**src/rtl/core/itt_pkg.sv**
```systemverilog
// Shared types and constants for the I2C target transmitter.
package itt_pkg;

    localparam int BUF_DEPTH  = 16;
    localparam int BUF_AW     = $clog2(BUF_DEPTH);
    localparam int ADDR_W     = 7;
    localparam int LEN_W      = 5;
    localparam int BYTE_W     = 8;
    localparam int LOAD_IDX_W = 4;
    localparam int PHASE_W    = 3;
    localparam int BITCNT_W   = 4;
    localparam int CFG_IDX_W  = 2;
    localparam int CFG_DATA_W = 7;

    localparam logic [BITCNT_W-1:0] BIT_LAST = BITCNT_W'(8);

    typedef enum logic [PHASE_W-1:0] {
        PH_IDLE = 3'd0,
        PH_ADDR = 3'd1,
        PH_AACK = 3'd2,
        PH_DATA = 3'd3,
        PH_DACK = 3'd4
    } phase_t;

    typedef enum logic [CFG_IDX_W-1:0] {
        CFG_OWN_ADDRESS = 2'd0,
        CFG_TX_LENGTH   = 2'd1
    } cfg_index_t;

    typedef enum logic {
        OP_SAMPLE = 1'b0,
        OP_LOAD   = 1'b1
    } op_t;

    typedef struct packed {
        logic               sda_release;
        logic [PHASE_W-1:0] phase_code;
        logic               transfer_done;
        logic               address_matched;
        logic               master_acked;
        logic [LEN_W-1:0]   bytes_sent;
    } result_t;

endpackage

```
**src/rtl/core/itt_ifs.sv**
```systemverilog
// Valid/ready channel interfaces for line samples and results.
interface itt_in_if import itt_pkg::*; ();
    logic                  valid;
    logic                  ready;
    logic                  operation;
    logic                  scl_level;
    logic                  sda_level;
    logic [LOAD_IDX_W-1:0] load_index;
    logic [BYTE_W-1:0]     load_value;

    modport source (output valid, operation, scl_level, sda_level, load_index, load_value,
                    input ready);
    modport sink   (input valid, operation, scl_level, sda_level, load_index, load_value,
                    output ready);
endinterface

interface itt_out_if import itt_pkg::*; ();
    logic               valid;
    logic               ready;
    logic               sda_release;
    logic [PHASE_W-1:0] phase_code;
    logic               transfer_done;
    logic               address_matched;
    logic               master_acked;
    logic [LEN_W-1:0]   bytes_sent;

    modport source (output valid, sda_release, phase_code, transfer_done, address_matched,
                    master_acked, bytes_sent, input ready);
    modport sink   (input valid, sda_release, phase_code, transfer_done, address_matched,
                    master_acked, bytes_sent, output ready);
endinterface

```
**src/rtl/core/i2c_target_transmitter_top.sv**
```systemverilog
// Result words are registered into the result queue as their sample words are accepted.
// Throughput: one word per cycle while the result queue has room; the line FSM decides
//   combinationally and the buffer RAM is read ahead every cycle, hiding its read register.
// Output: a two-deep result queue; input ready drops only while both entries are full.
// Reset (rst_n, async, active low): line FSM idle, SDA released, SDA history high, other
//   control registers 0; queue data not reset; buffer RAM not cleared, garbage until loaded.
module i2c_target_transmitter_top import itt_pkg::*; (
    input  logic                  clk,
    input  logic                  rst_n,
    input  logic                  cfg_we,
    input  logic [CFG_IDX_W-1:0]  cfg_index,
    input  logic [CFG_DATA_W-1:0] cfg_data,
    itt_in_if.sink                sample,
    itt_out_if.source             result
);

    // Configuration registers
    logic [ADDR_W-1:0]   own_address_reg;
    logic [LEN_W-1:0]    tx_length_reg;

    // Line state
    phase_t              phase_reg, phase_next;
    logic                clk_high_reg, clk_high_next;
    logic [BYTE_W-1:0]   shift_reg, shift_next;
    logic [BITCNT_W-1:0] bit_count_reg, bit_count_next;
    logic [LEN_W-1:0]    byte_index_reg, byte_index_next;
    logic                prev_sda_reg, prev_sda_next;
    logic                sda_drive_reg, sda_drive_next;
    logic                master_ack_reg, master_ack_next;

    // Transmit buffer RAM
    logic [BYTE_W-1:0]   buf_mem [BUF_DEPTH];
    logic [BUF_AW-1:0]   rd_addr;
    logic [BYTE_W-1:0]   rd_data_reg;
    logic                wr_en;
    logic [BUF_AW-1:0]   wr_addr;

    // Result queue: front entry drives the port, skid entry catches one more word
    result_t             front_reg, front_next;
    result_t             skid_reg, skid_next;
    logic                front_valid_reg, front_valid_next;
    logic                skid_valid_reg, skid_valid_next;

    logic                accept;
    logic                is_line;
    logic                pop;
    logic                rise;
    logic                fall;
    logic                done;
    logic                matched;
    logic [LEN_W-1:0]    eff_len;
    result_t             res;

    assign sample.ready = !skid_valid_reg;
    assign accept       = sample.valid && sample.ready;
    assign is_line      = accept && (sample.operation == OP_SAMPLE);
    assign pop          = front_valid_reg && result.ready;

    // tx_length saturates at the buffer depth
    assign eff_len = (tx_length_reg > LEN_W'(BUF_DEPTH)) ? LEN_W'(BUF_DEPTH) : tx_length_reg;

    // Buffer loads; indexes past the buffer are dropped
    assign wr_en   = accept && (sample.operation == OP_LOAD)
                     && (int'(sample.load_index) < BUF_DEPTH);
    assign wr_addr = sample.load_index[BUF_AW-1:0];

    // Read-ahead address: the byte the next load step would need. A byte is only consumed
    // on an SCL fall in address-ack or data-ack, and the word before such a fall is always
    // an SCL rise, idle time or a buffer load, none of which moves this address. So the
    // registered read data is always the right byte when the fall arrives.
    always_comb
    begin
        if (phase_reg == PH_AACK)
        begin
            rd_addr = '0;
        end
        else
        begin
            rd_addr = BUF_AW'(byte_index_reg + 1'b1);
        end
    end

    // RAM with write-first forwarding onto the read port
    always_ff @(posedge clk)
    begin
        if (wr_en)
        begin
            buf_mem[wr_addr] <= sample.load_value;
        end
        if (wr_en && (wr_addr == rd_addr))
        begin
            rd_data_reg <= sample.load_value;
        end
        else
        begin
            rd_data_reg <= buf_mem[rd_addr];
        end
    end

    assign rise = sample.scl_level && !clk_high_reg;
    assign fall = !sample.scl_level && clk_high_reg;

    // Line state machine: one decision per sample word
    always_comb
    begin
        phase_next      = phase_reg;
        clk_high_next   = clk_high_reg;
        shift_next      = shift_reg;
        bit_count_next  = bit_count_reg;
        byte_index_next = byte_index_reg;
        prev_sda_next   = prev_sda_reg;
        sda_drive_next  = sda_drive_reg;
        master_ack_next = master_ack_reg;
        done            = 1'b0;
        matched         = 1'b0;

        if (is_line)
        begin
            prev_sda_next = sample.sda_level;
            unique case (phase_reg)
                PH_IDLE:
                begin
                    // start: SDA falls while SCL high
                    if (sample.scl_level && prev_sda_reg && !sample.sda_level)
                    begin
                        phase_next      = PH_ADDR;
                        clk_high_next   = 1'b1;
                        shift_next      = '0;
                        bit_count_next  = '0;
                        byte_index_next = '0;
                        sda_drive_next  = 1'b1;
                    end
                end
                PH_ADDR:
                begin
                    if (rise)
                    begin
                        clk_high_next  = 1'b1;
                        shift_next     = {shift_reg[BYTE_W-2:0], sample.sda_level};
                        bit_count_next = bit_count_reg + 1'b1;
                    end
                    else if (fall)
                    begin
                        clk_high_next = 1'b0;
                        if (bit_count_reg >= BIT_LAST)
                        begin
                            // R/W bit ignored: compare the upper seven bits only
                            sda_drive_next = (shift_reg[BYTE_W-1:1] == own_address_reg)
                                             ? 1'b0 : 1'b1;
                            phase_next     = PH_AACK;
                        end
                    end
                end
                PH_AACK:
                begin
                    if (rise)
                    begin
                        clk_high_next = 1'b1;
                    end
                    else if (fall)
                    begin
                        clk_high_next  = 1'b0;
                        sda_drive_next = 1'b1;
                        if (!sda_drive_reg && (eff_len != '0))
                        begin
                            byte_index_next = '0;
                            shift_next      = rd_data_reg;
                            bit_count_next  = '0;
                            sda_drive_next  = rd_data_reg[BYTE_W-1];
                            phase_next      = PH_DATA;
                        end
                        else
                        begin
                            done       = 1'b1;
                            matched    = !sda_drive_reg;
                            phase_next = PH_IDLE;
                        end
                    end
                end
                PH_DATA:
                begin
                    if (rise)
                    begin
                        clk_high_next = 1'b1;
                    end
                    else if (fall)
                    begin
                        clk_high_next  = 1'b0;
                        bit_count_next = bit_count_reg + 1'b1;
                        shift_next     = {shift_reg[BYTE_W-2:0], 1'b0};
                        if (bit_count_next >= BIT_LAST)
                        begin
                            sda_drive_next = 1'b1;
                            phase_next     = PH_DACK;
                        end
                        else
                        begin
                            sda_drive_next = shift_reg[BYTE_W-2];
                        end
                    end
                end
                PH_DACK:
                begin
                    if (rise)
                    begin
                        clk_high_next   = 1'b1;
                        master_ack_next = !sample.sda_level;
                    end
                    else if (fall)
                    begin
                        clk_high_next   = 1'b0;
                        byte_index_next = byte_index_reg + 1'b1;
                        if (byte_index_next >= eff_len)
                        begin
                            sda_drive_next = 1'b1;
                            done           = 1'b1;
                            matched        = 1'b1;
                            phase_next     = PH_IDLE;
                        end
                        else
                        begin
                            shift_next     = rd_data_reg;
                            bit_count_next = '0;
                            sda_drive_next = rd_data_reg[BYTE_W-1];
                            phase_next     = PH_DATA;
                        end
                    end
                end
                default:
                begin
                    phase_next     = PH_IDLE;
                    sda_drive_next = 1'b1;
                    clk_high_next  = 1'b0;
                end
            endcase
        end
    end

    always_ff @(posedge clk or negedge rst_n)
    begin
        if (!rst_n)
        begin
            own_address_reg <= '0;
            tx_length_reg   <= '0;
            phase_reg       <= PH_IDLE;
            clk_high_reg    <= 1'b0;
            shift_reg       <= '0;
            bit_count_reg   <= '0;
            byte_index_reg  <= '0;
            prev_sda_reg    <= 1'b1;
            sda_drive_reg   <= 1'b1;
            master_ack_reg  <= 1'b0;
        end
        else
        begin
            if (cfg_we && (cfg_index == CFG_OWN_ADDRESS))
            begin
                own_address_reg <= cfg_data[ADDR_W-1:0];
            end
            if (cfg_we && (cfg_index == CFG_TX_LENGTH))
            begin
                tx_length_reg <= cfg_data[LEN_W-1:0];
            end
            phase_reg      <= phase_next;
            clk_high_reg   <= clk_high_next;
            shift_reg      <= shift_next;
            bit_count_reg  <= bit_count_next;
            byte_index_reg <= byte_index_next;
            prev_sda_reg   <= prev_sda_next;
            sda_drive_reg  <= sda_drive_next;
            master_ack_reg <= master_ack_next;
        end
    end

    // Result word: state after this word (loads show the state unchanged)
    assign res = '{sda_release:     sda_drive_next,
                   phase_code:      phase_next,
                   transfer_done:   done,
                   address_matched: matched,
                   master_acked:    master_ack_next,
                   bytes_sent:      byte_index_next};

    // Two-entry queue; a push never meets a full skid because ready is !skid_valid
    always_comb
    begin
        front_next       = front_reg;
        skid_next        = skid_reg;
        front_valid_next = front_valid_reg;
        skid_valid_next  = skid_valid_reg;
        if (pop)
        begin
            if (skid_valid_reg)
            begin
                front_next      = skid_reg;
                skid_valid_next = 1'b0;
            end
            else if (accept)
            begin
                front_next = res;
            end
            else
            begin
                front_valid_next = 1'b0;
            end
        end
        else if (accept)
        begin
            if (front_valid_reg)
            begin
                skid_next       = res;
                skid_valid_next = 1'b1;
            end
            else
            begin
                front_next       = res;
                front_valid_next = 1'b1;
            end
        end
    end

    always_ff @(posedge clk or negedge rst_n)
    begin
        if (!rst_n)
        begin
            front_valid_reg <= 1'b0;
            skid_valid_reg  <= 1'b0;
        end
        else
        begin
            front_valid_reg <= front_valid_next;
            skid_valid_reg  <= skid_valid_next;
        end
    end

    always_ff @(posedge clk)
    begin
        front_reg <= front_next;
        skid_reg  <= skid_next;
    end

    assign result.valid           = front_valid_reg;
    assign result.sda_release     = front_reg.sda_release;
    assign result.phase_code      = front_reg.phase_code;
    assign result.transfer_done   = front_reg.transfer_done;
    assign result.address_matched = front_reg.address_matched;
    assign result.master_acked    = front_reg.master_acked;
    assign result.bytes_sent      = front_reg.bytes_sent;

endmodule

```
**src/flat_wrapper.sv**
```systemverilog
// flat-port wrapper written by rule: the top's interface ports become plain ports
module i2c_target_transmitter_top_flat import itt_pkg::*;
  (clk, rst_n, cfg_we, cfg_index, cfg_data, sample_valid, sample_operation, sample_scl_level, sample_sda_level, sample_load_index, sample_load_value, sample_ready, result_valid, result_sda_release, result_phase_code, result_transfer_done, result_address_matched, result_master_acked, result_bytes_sent, result_ready);
  itt_in_if sample_i ();
  itt_out_if result_i ();
  input  logic clk;
  input  logic rst_n;
  input  logic cfg_we;
  input  logic [CFG_IDX_W-1:0] cfg_index;
  input  logic [CFG_DATA_W-1:0] cfg_data;
  input wire logic [$bits(sample_i.valid)-1:0] sample_valid;
  input wire logic [$bits(sample_i.operation)-1:0] sample_operation;
  input wire logic [$bits(sample_i.scl_level)-1:0] sample_scl_level;
  input wire logic [$bits(sample_i.sda_level)-1:0] sample_sda_level;
  input wire logic [$bits(sample_i.load_index)-1:0] sample_load_index;
  input wire logic [$bits(sample_i.load_value)-1:0] sample_load_value;
  output wire logic [$bits(sample_i.ready)-1:0] sample_ready;
  output wire logic [$bits(result_i.valid)-1:0] result_valid;
  output wire logic [$bits(result_i.sda_release)-1:0] result_sda_release;
  output wire logic [$bits(result_i.phase_code)-1:0] result_phase_code;
  output wire logic [$bits(result_i.transfer_done)-1:0] result_transfer_done;
  output wire logic [$bits(result_i.address_matched)-1:0] result_address_matched;
  output wire logic [$bits(result_i.master_acked)-1:0] result_master_acked;
  output wire logic [$bits(result_i.bytes_sent)-1:0] result_bytes_sent;
  input wire logic [$bits(result_i.ready)-1:0] result_ready;
  assign sample_i.valid = sample_valid;
  assign sample_i.operation = sample_operation;
  assign sample_i.scl_level = sample_scl_level;
  assign sample_i.sda_level = sample_sda_level;
  assign sample_i.load_index = sample_load_index;
  assign sample_i.load_value = sample_load_value;
  assign sample_ready = sample_i.ready;
  assign result_valid = result_i.valid;
  assign result_sda_release = result_i.sda_release;
  assign result_phase_code = result_i.phase_code;
  assign result_transfer_done = result_i.transfer_done;
  assign result_address_matched = result_i.address_matched;
  assign result_master_acked = result_i.master_acked;
  assign result_bytes_sent = result_i.bytes_sent;
  assign result_i.ready = result_ready;
  i2c_target_transmitter_top u_core (.clk(clk), .rst_n(rst_n), .cfg_we(cfg_we), .cfg_index(cfg_index), .cfg_data(cfg_data), .sample(sample_i), .result(result_i));
endmodule
```
**config.mk**
```make
export PLATFORM = sky130hd
export DESIGN_NAME = i2c_target_transmitter_top_flat
export DESIGN_NICKNAME = d
export VERILOG_FILES = /design/src/rtl/core/itt_pkg.sv /design/src/rtl/core/itt_ifs.sv /design/src/rtl/core/i2c_target_transmitter_top.sv /design/src/flat_wrapper.sv
export SDC_FILE = /design/constraint.sdc
export NUM_CORES = 1
export LEC_CHECK = 0
export ABC_AREA = 1
export BUFFER_PORTS_ARGS = -buffer_cell sky130_fd_sc_hd__buf_2
export CAP_MARGIN = 20
export CORE_MARGIN = 2
export CORE_UTILIZATION = 55
export CTS_CLUSTER_DIAMETER = 30
export DETAILED_ROUTE_END_ITERATION = 10
export PLACE_DENSITY_LB_ADDON = 0.15
export SLEW_MARGIN = 0
export SYNTH_ARGS = -nofsm -noshare
export SYNTH_HDL_FRONTEND = slang
export SYNTH_SLANG_ARGS = --single-unit
```
**constraint.sdc**
```tcl
create_clock -name clk -period 3.7 [get_ports clk]
set_input_delay 0.555 -clock clk [delete_from_list [all_inputs] [get_ports clk]]
set_output_delay 0.555 -clock clk [all_outputs]
set_load 0.01 [all_outputs]
```
==> impl_metrics.ini, run 1 <==
[final_layout]
final_common_cell = nand2_1
final_nets = 854
syn_to_final_growth_pct = 11.2
antenna_cells = 0
final_cell_mix = 154 x nand2_1, 152 x edfxtp_1, 103 x nor2_1
fillCellCount = 1168
largest_register_ffs = 128
final_util_pct = 62.2
drive_gt1_share_pct = 14.2

[worst_setup_path]
worstSetupStartpoint = u_core.byte_index_reg[0]
cp_data_arrival_time_ns = 2.63
worstSetupStartpointType = flop
critPathMaxFanout = 4
end_kind = flop
worstPathRequired_ns = 3.90
reg2reg_from = u_core.byte_index_reg[0]
r2r_slack_ns = 1.27
timing.rr.end = u_core.result.sda_release
crit_type = flop to flop
crit_end = u_core.result.sda_release
r2r_cells = 13

[grt]
antenna_found_initial = 0
grt_first_pass_wirelength_um = 28200
grt_max_degree = 67
first_global_vias = 5640
grt_overflow_total = 0
track_usage_pct = 22.6

[cts]
clk_latency_ns = 0.44
root_buffer = clkbuf_16
numCtsBuffers = 17
clk_pin_slew_ns = 0.07
cts.sinks = 194
postCtsHoldBufs = 0
cts.path.max_buffers = 2
cts_tree = done
post_cts_resized = 0
postCtsSetupBuffers = 0
h-tree-depth = 4

[floorplanning]
dieArea_mm2 = 0.0164
initial_core_util_pct = 55.9
coreArea_mm2 = 0.0151
die_h_um = 128
io_pins = 43
fp-row-count = 45
die_w_um = 128

[sta]
rsz0062_at_grt = false
skew_ns = 0.0107
setup_viol = 0
period_needed_ns = 2.43
final_max_slew_viol_count = 0
timing.final.hold_violations = 0
period_share_pct = 65.6
setup_tns_ns = 0
max_freq_ghz = 0.412
slew_headroom_pct = 34.3
worstMarginPinSlew_ns = 0.982

[power]
ir_worst_vdd_mv = 0.402
leakagePower_nw = 3.69
p_clk_share_pct = 28.0
sw_frac_of_total_pct = 36.0
combPwrFrac_pct = 29.0
power.density_mw_per_mm2 = 680
p_sw_w = 0.00231
p_int_w = 0.00410
pwr-share-seq_pct = 43.0

[placement]
place.port_buffers = 42
dp_hpwl_um = 12100
gp_congestion = 0.898

[synth]
synthesis.nets = 814
ys_seq_elements = 194
ys_async_sr_fraction_pct = 19.6
ys_seq_area_share_pct = 66.1
synth.avg_cell_area_um2 = 10.9
synth-xor-area-share_pct = 1.14
synth_top_family_by_area = simple AND/OR/NAND/NOR gates
synthAdderAreaFrac_pct = 1.18
synth.area.mux_share_pct = 0.384
syn-cell-area_mm2 = 0.00846
synth_edf_count = 152
synthCells = 777
synth-main-ff-cell = edfxtp_1
synth-simple-area-share_pct = 16.7
yosysUniqueCellTypes = 45
synth_compound_area_share_pct = 9.90
synth_warnings = 0

[route]
routedWlPerCell_um = 17.4
wirelength_um = 17700
vias_per_cell = 5.73
first_pass_iters = 5
vias = 5838
drtIter0Drc = 632
drc = 0
postRouteAntennaNets = 0

[worst_hold_path]
holdCritPathClass = primary input to asynchronous set/reset pin

[flow_run]
drv_cap = 0

[run_status]
status = complete, no violations
-- worst min-delay path by stage --
stage,end,startpoint,depth (start not counted)
floorplan,u_core.bit_count_reg[0],rst_n,0
global placement,u_core.shift_reg[0],u_core.shift_reg[0],2
detailed placement,u_core.shift_reg[0],u_core.shift_reg[0],2
CTS,u_core.own_address_reg[6],rst_n,1
global route,u_core.tx_length_reg[3],rst_n,1
finish,u_core.own_address_reg[3],rst_n,1
-- metal layers --
layer | vias to the layer above | global-route usage (%) | wire length [um]
li1 | 2776 | - | -
met1 | 2818 | 27.6 | 7270
met2 | 214 | 40.0 | 9130
met3 | 30 | 3.71 | 1000
met4 | 0 | 9.50 | 348
met5 | - | 0 | 0
-- critical path, cell delays in order (launching register included) --
cell and delay [ns]:
dfrtp_1 0.42, ha_1 0.23, xor2_1 0.21, ha_1 0.29
nand2_1 0.08, inv_1 0.04, o21ai_0 0.21, nand3_1 0.17
nor2_1 0.15, nand3_1 0.08, nand2_1 0.07, nand3_1 0.08
nand3_1 0.09, nand2_1 0.06
-- logic make-up (layout without fill, tap and decap cells) --
group	count (synthesis)	after routing
DFF	194	194
AOI/OAI and AO/OA	144	144
and+or+nand+nor	325	325
muxes	3	3
adders and majority gates	8	8
xor gates and xnor gates	11	11
buffers and inverters	92	145
-- layout make-up --
cell class | instances | area (um2) | area share [%]
Inverter | 64 | 248 | 2.63
Tap cell | 188 | 235 | 2.50
Clock buffer | 17 | 425 | 4.52
Sequential cell | 194 | 5600 | 59.5
Clock inverter | 15 | 161 | 1.71
Multi-Input combinational cell | 491 | 2480 | 26.4
Timing Repair Buffer | 49 | 263 | 2.79
-- cells in the mapped netlist, types with 2 or more instances --
cell type  instances  share of area, %
xor2_1             4              0.41
mux2_2             2              0.27
inv_2             10              0.44
nand2_4            2              0.27
nand2_1          154               6.8
xnor2_1            7              0.72
a21oi_1           22               1.3
buf_4              2              0.18
o21ai_0           83               4.9
buf_2              6              0.35
o21ai_1            5              0.30
nor2_1           103               4.6
dfxtp_1            4              0.95
clkbuf_1          19              0.84
a21o_1             2              0.18
or2_2              2              0.15
ha_1               8               1.2
nor2_2             2              0.15
inv_1             51               2.3
dfrtp_1           36                11
o21ai_2            2              0.21
nand4_1            3              0.22
o221ai_1          24               2.5
nor2_8             2              0.47
edfxtp_1         152                54
nand3_2            5              0.59
dfstp_2            2              0.62
nand3_1           46               2.7
-- per-stage QoR --
step                      total power (W)  setup WS, ns  cell area [um2]  instances  hold slack (ns)
after floorplan                   0.00412          1.32             8460        777            0.259
after global placement            0.00458          1.41             8830        986            0.467
after detailed placement          0.00465          1.35             8830        986            0.467
after CTS                         0.00643          1.33             9410       1018            0.257
after global routing              0.00675          1.11             9410       1018            0.311
final                             0.00641          1.27             9410       1018            0.228
-- power by group through the flow --
| stage | Combinational [W] | Sequential, W | Clock, W |
|---|---|---|---|
| 5_1_grt | 0.00208 | 0.00278 | 0.00189 |
| 6_report | 0.00186 | 0.00276 | 0.00179 |
| 4_1_cts | 0.00185 | 0.00276 | 0.00182 |
| 3_5_place_dp | 0.00184 | 0.00280 | 0 |
| 3_3_place_gp | 0.00178 | 0.00280 | 0 |
| 2_1_floorplan | 0.00132 | 0.00280 | 0 |
No activity file was read; power rests on OpenSTA's default activity.
==> inputs of run 2 (changes only) <==
- clock period: 3.7 -> 1.96 ns (I/O delays scaled with it)
==> run 2 against run 1 <==
The run now ends with negative setup slack left. Core utilization increased by 4.1 points. First-iteration DRC count decreased by 35%. Count of clock-buffer cells in the layout increased by 1. Sequential power increased by 91%. Sequential share of layout area decreased by 3.7 points. Non-clock buffer count increased by 49. Critical path depth increased by 2. Clock skew decreased by 0.0054 ns. Clock power increased by 87%. Critical path type unchanged. Largest power group unchanged.
==> impl_metrics.ini, run 2 (synthesized netlist as in run 1, its figures left out) <==
[run_status]
status = complete, but fails checks
violations = negative setup slack

[grt]
antenna_found_initial = 0
grt_overflow_total = 0
grt_max_degree = 43
grt_first_pass_wirelength_um = 30200
track_usage_pct = 24.3
first_global_vias = 5978

[power]
power.density_mw_per_mm2 = 1270
leakagePower_nw = 4.00
ir_worst_vdd_mv = 0.711
p_total_w = 0.0127

[sta]
skew_ns = 0.00526
holdWs_ns = 0.105
timing.final.hold_violations = 0
final_max_slew_viol_count = 0
rsz0062_at_grt = true
period_share_pct = 114
slew_headroom_pct = 59.8
setup_viol = 25
period_needed_ns = 2.24
setup_tns_ns = -5.30
max_freq_ghz = 0.447
layout_setup_ws_ns = -0.278
worstMarginPinSlew_ns = 0.597

[worst_setup_path]
critPathTopFamily = simple AND/OR/NAND/NOR gates
worstSetupStartpointType = flop
critPathMaxFanout = 3
end_kind = flop
worstPathRequired_ns = 2.15
crit_type = flop to flop
critical_path.cell_chain = ha_4, nand3_4, xnor2_2, ha_1, nand2_1, inv_2, nand4_1, nand4_1, nand3_2, nand2_1, nand2_1, nand2_1, nand2_2, nand2_2, nand2_2
cp_common_cell = nand2_1
cp_data_arrival_time_ns = 2.43
cp_num_buf_inv = 1
slowest_delay_ns = 0.41
crit_slowest_cell = dfrtp_1

[route]
vias_per_cell = 5.58
first_pass_iters = 5
drtIter0Drc = 410
postRouteAntennaNets = 0
vias = 5956
routedWlPerCell_um = 17.8
drc = 0
wirelength_um = 19000

[final_layout]
fillCellCount = 1153
drive_gt1_share_pct = 23.7
final_cells = 1067
antenna_cells = 0
final_nets = 905
final_common_cell = edfxtp_1
final_cell_mix = 152 x edfxtp_1, 143 x nand2_1, 96 x nor2_1
syn_to_final_growth_pct = 18.5
largest_register_ffs = 128

[cts]
h-tree-depth = 4
cts_tree = done
cts.path.max_buffers = 2
cts.sinks = 194
numCtsBuffers = 17
clk_latency_ns = 0.43
root_buffer = clkbuf_16
clk_pin_slew_ns = 0.07

[placement]
pre_cts_slack_ns = -0.282
gp_congestion = 0.903
placed_cells = 1030
dp_hpwl_um = 12600
place.port_buffers = 42

[worst_hold_path]
holdCritPathClass = primary input to flop

[floorplanning]
fp-row-count = 45
die_h_um = 128
die_w_um = 128
coreArea_mm2 = 0.0151
dieArea_mm2 = 0.0164
initial_core_util_pct = 55.9
io_pins = 43

[flow_run]
drv_cap = 0
==> run 2: cell count changes in the layout (fill, tap and decap cells not counted), sizes merged, moves of 2 or more <==
| cell | change |
|---|---|
| clkinvlp | +2 |
| clkinv | -2 |
| bufinv | +2 |
| buf | +48 |
| inv | -4 |
==> run 2: report_power, final <==
part           total (W)  switching (W)  internal (W)
Clock            0.00334        0.00147       0.00187
Combinational    0.00412        0.00266       0.00146
Sequential       0.00528       0.000339       0.00494
Total             0.0127        0.00447       0.00827
==> run 2: worst register-to-register path: cells and delay by family, from the launching register on <==
family	cells	cell delay (ns)
xor gates and xnor gates	1	0.15
adders and majority gates	2	0.49
and+or+nand+nor	11	0.88
buffers and inverters	1	0.06
DFF	1	0.41
==> run 2: final timing paths <==
check	startpoint	end	slack, ns	depth (start not counted)
setup reg to reg	u_core.byte_index_reg[0]	u_core.result.phase_code[0]	-0.28	15
min in group asynchronous	rst_n	u_core.tx_length_reg[1]	0.45	3
hold reg to reg	u_core.prev_sda_reg	u_core.prev_sda_reg	0.50	2
setup / recovery	u_core.byte_index_reg[0]	u_core.result.phase_code[0]	-0.28	15
max in group asynchronous	rst_n	u_core.sda_drive_reg	1.14	3
hold / removal	cfg_data[5]	u_core.own_address_reg[5]	0.10	2
==> run 2: through the flow <==
step                instance area, um2  util [%]
floorplan                         8480         -
global placement                  9200      60.7
detailed placement                9200      60.7
CTS                               9940      65.6
global route                     10000      66.2
finish                           10000      66.2
==> run 2: final cells by class <==
type                            instances  area, um2  share of cell area, %
Tap cell                              188        235                   2.34
Timing Repair inverter                  1       11.3                  0.112
Inverter                               64        255                   2.54
Sequential cell                       194       5600                   55.8
Clock buffer                           18        429                   4.28
Timing Repair Buffer                   98        666                   6.64
Clock inverter                         12        133                   1.32
Multi-Input combinational cell        492       2700                   27.0
==> run 2: metal layers <==
layer	vias up	track usage (%)	wire (um)	part of all wire, %
met2	152	43.5	9980	52
li1	2877	-	-	-
met4	0	9.57	441	2.3
met5	-	0	0	0
met1	2894	29.5	7930	42
met3	33	4.05	689	3.6
==> run 2: repair_timing <==
item | CTS | global route
resized for setup | 38 | 19
cloned | 2 | 0
setup endpoints to repair | 23 | 30
buffers inserted | 3 | 3
hold buffers | 1 | 0
pin swaps | 9 | 12
hold endpoints to repair | 36 | 0
==> inputs of run 3 (changes only) <==
- PLACE_DENSITY: not set -> 0.76
- PLACE_DENSITY_LB_ADDON: 0.15 -> not set
==> run 3 against run 2 <==
Flip-flop and latch count unchanged. Core utilization increased by 0.41 points. Sequential power is 0.8% lower. The run still ends with negative setup slack left. Register-to-register slack lost 0.02 ns. Global-route usage down 0.058 points. Largest power group unchanged. Via count is 3.6% higher. Die area stayed put. Combinational power decreased by 3%. Critical endpoint is now u_core.shift_reg[4]. Count of clock-buffer cells in the layout down 1.
==> impl_metrics.ini, run 3 (synthesized netlist as in run 1, its figures left out) <==
[cts]
cts.path.max_buffers = 2
root_buffer = clkbuf_16
h-tree-depth = 4
numCtsBuffers = 17
cts_tree = done
cts.sinks = 194
clk_pin_slew_ns = 0.08
clk_latency_ns = 0.44

[sta]
setup_tns_ns = -5.80
max_freq_ghz = 0.444
period_needed_ns = 2.25
timing.final.hold_violations = 0
layout_setup_ws_ns = -0.293
setup_viol = 26
period_share_pct = 115
rsz0062_at_grt = true
holdWs_ns = 0.0899
worstMarginPinSlew_ns = 0.506
final_max_slew_viol_count = 0
skew_ns = 0.0180
slew_headroom_pct = 65.9

[worst_setup_path]
critPathMaxFanout = 6
critical_path.cell_chain = ha_4, nand3_4, xnor2_2, ha_1, nand2_1, inv_2, nand4_1, nand3_2, nand2_2, nand3_4, a21oi_1, a21oi_1
end_kind = flop
crit_type = flop to flop
worstSetupStartpointType = flop
crit_slowest_cell = dfrtp_1
critPathTopFamily = simple AND/OR/NAND/NOR gates
cp_data_arrival_time_ns = 2.57
worstPathRequired_ns = 2.27
cp_num_buf_inv = 1
slowest_delay_ns = 0.42

[grt]
first_global_vias = 6093
grt_max_degree = 44
grt_first_pass_wirelength_um = 30200
antenna_found_initial = 0
grt_overflow_total = 0
track_usage_pct = 24.3

[run_status]
violations = negative setup slack
status = complete, but fails checks

[route]
vias = 6168
routedWlPerCell_um = 17.7
postRouteAntennaNets = 0
wirelength_um = 19000
drc = 0
drtIter0Drc = 625
first_pass_iters = 6
vias_per_cell = 5.74

[final_layout]
largest_register_ffs = 128
final_cell_area_mm2 = 0.0101
antenna_cells = 0
final_cells = 1075
drive_gt1_share_pct = 22.9
final_nets = 911
syn_to_final_growth_pct = 19.3
final_cell_mix = 152 x edfxtp_1, 150 x nand2_1, 99 x nor2_1
final_common_cell = edfxtp_1

[floorplanning]
fp-row-count = 45
die_h_um = 128
io_pins = 43
initial_core_util_pct = 55.9
die_w_um = 128
dieArea_mm2 = 0.0164
coreArea_mm2 = 0.0151

[placement]
dp_hpwl_um = 12800
placed_cells = 1033
gp_congestion = 0.947
place.port_buffers = 42
place_area_mm2 = 0.00921

[worst_hold_path]
holdCritPathClass = primary input to flop

[power]
power.density_mw_per_mm2 = 1280
ir_worst_vdd_mv = 1.08
leakagePower_nw = 4.05

[flow_run]
drv_cap = 0
==> run 3: cell count changes in the layout (fill, tap and decap cells not counted), sizes merged <==
cell      before  now
buf           97  103
clkbuf        18   17
clkinv         6    7
clkinvlp       3    0
inv           66   71
==> run 3: final timing paths <==
check                                            endpoint  cells after the start  slack (ns)                     start
worst max-delay path                  u_core.shift_reg[4]                     12       -0.29  u_core.byte_index_reg[1]
worst min-delay path            u_core.own_address_reg[5]                      2        0.09               cfg_data[5]
worst max register to register        u_core.shift_reg[4]                     12       -0.29  u_core.byte_index_reg[1]
worst min register to register        u_core.clk_high_reg                      2        0.51       u_core.clk_high_reg
max in group asynchronous             u_core.prev_sda_reg                      3        0.98                     rst_n
min in group asynchronous       u_core.own_address_reg[6]                      2        0.35                     rst_n
==> run 3: stage by stage <==
| step | power [W] | utilization [%] | setup WS (ns) |
|---|---|---|---|
| CTS | 0.0128 | 65.9 | -0.259 |
| global placement | 0.00884 | 60.8 | -0.232 |
| finish | 0.0129 | 66.7 | -0.293 |
| global route | 0.0136 | 66.7 | -0.461 |
| detailed placement | 0.00902 | 60.8 | -0.401 |
| floorplan | 0.00779 | - | -0.0861 |
==> run 3: cell type report <==
type                       instances  area, um2
inverter                          64        255
timing repair inverter             1       11.3
fill                            1077       5050
clock inverter                    15        221
sequential                       194       5600
tap                              188        235
timing repair buffer             104        694
multi-input combinational        492       2650
clock buffer                      17        425
==> run 3: routing by layer <==
layer / vias to the layer above / global-route usage [%] / share of wire, %
met5: - / 0 / 0
met4: 0 / 10.4 / 2.7
met3: 42 / 4.80 / 5.5
met2: 247 / 41.3 / 52
met1: 2993 / 30.5 / 40
li1: 2886 / - / -
==> run 3: power breakdown <==
group | switching (W) | total (W) | internal (W)
sequential | 0.000299 | 0.00524 | 0.00494
clock | 0.00170 | 0.00369 | 0.00199
combinational | 0.00259 | 0.00400 | 0.00141
==> run 3: repair_timing <==
item,4_1_cts,5_1_grt
pin swaps,6,2
endpoints found under the setup margin,25,36
hold endpoints to repair,19,0
hold buffers,1,0
resized for setup,16,20
gates cloned,2,0
setup buffers,4,3
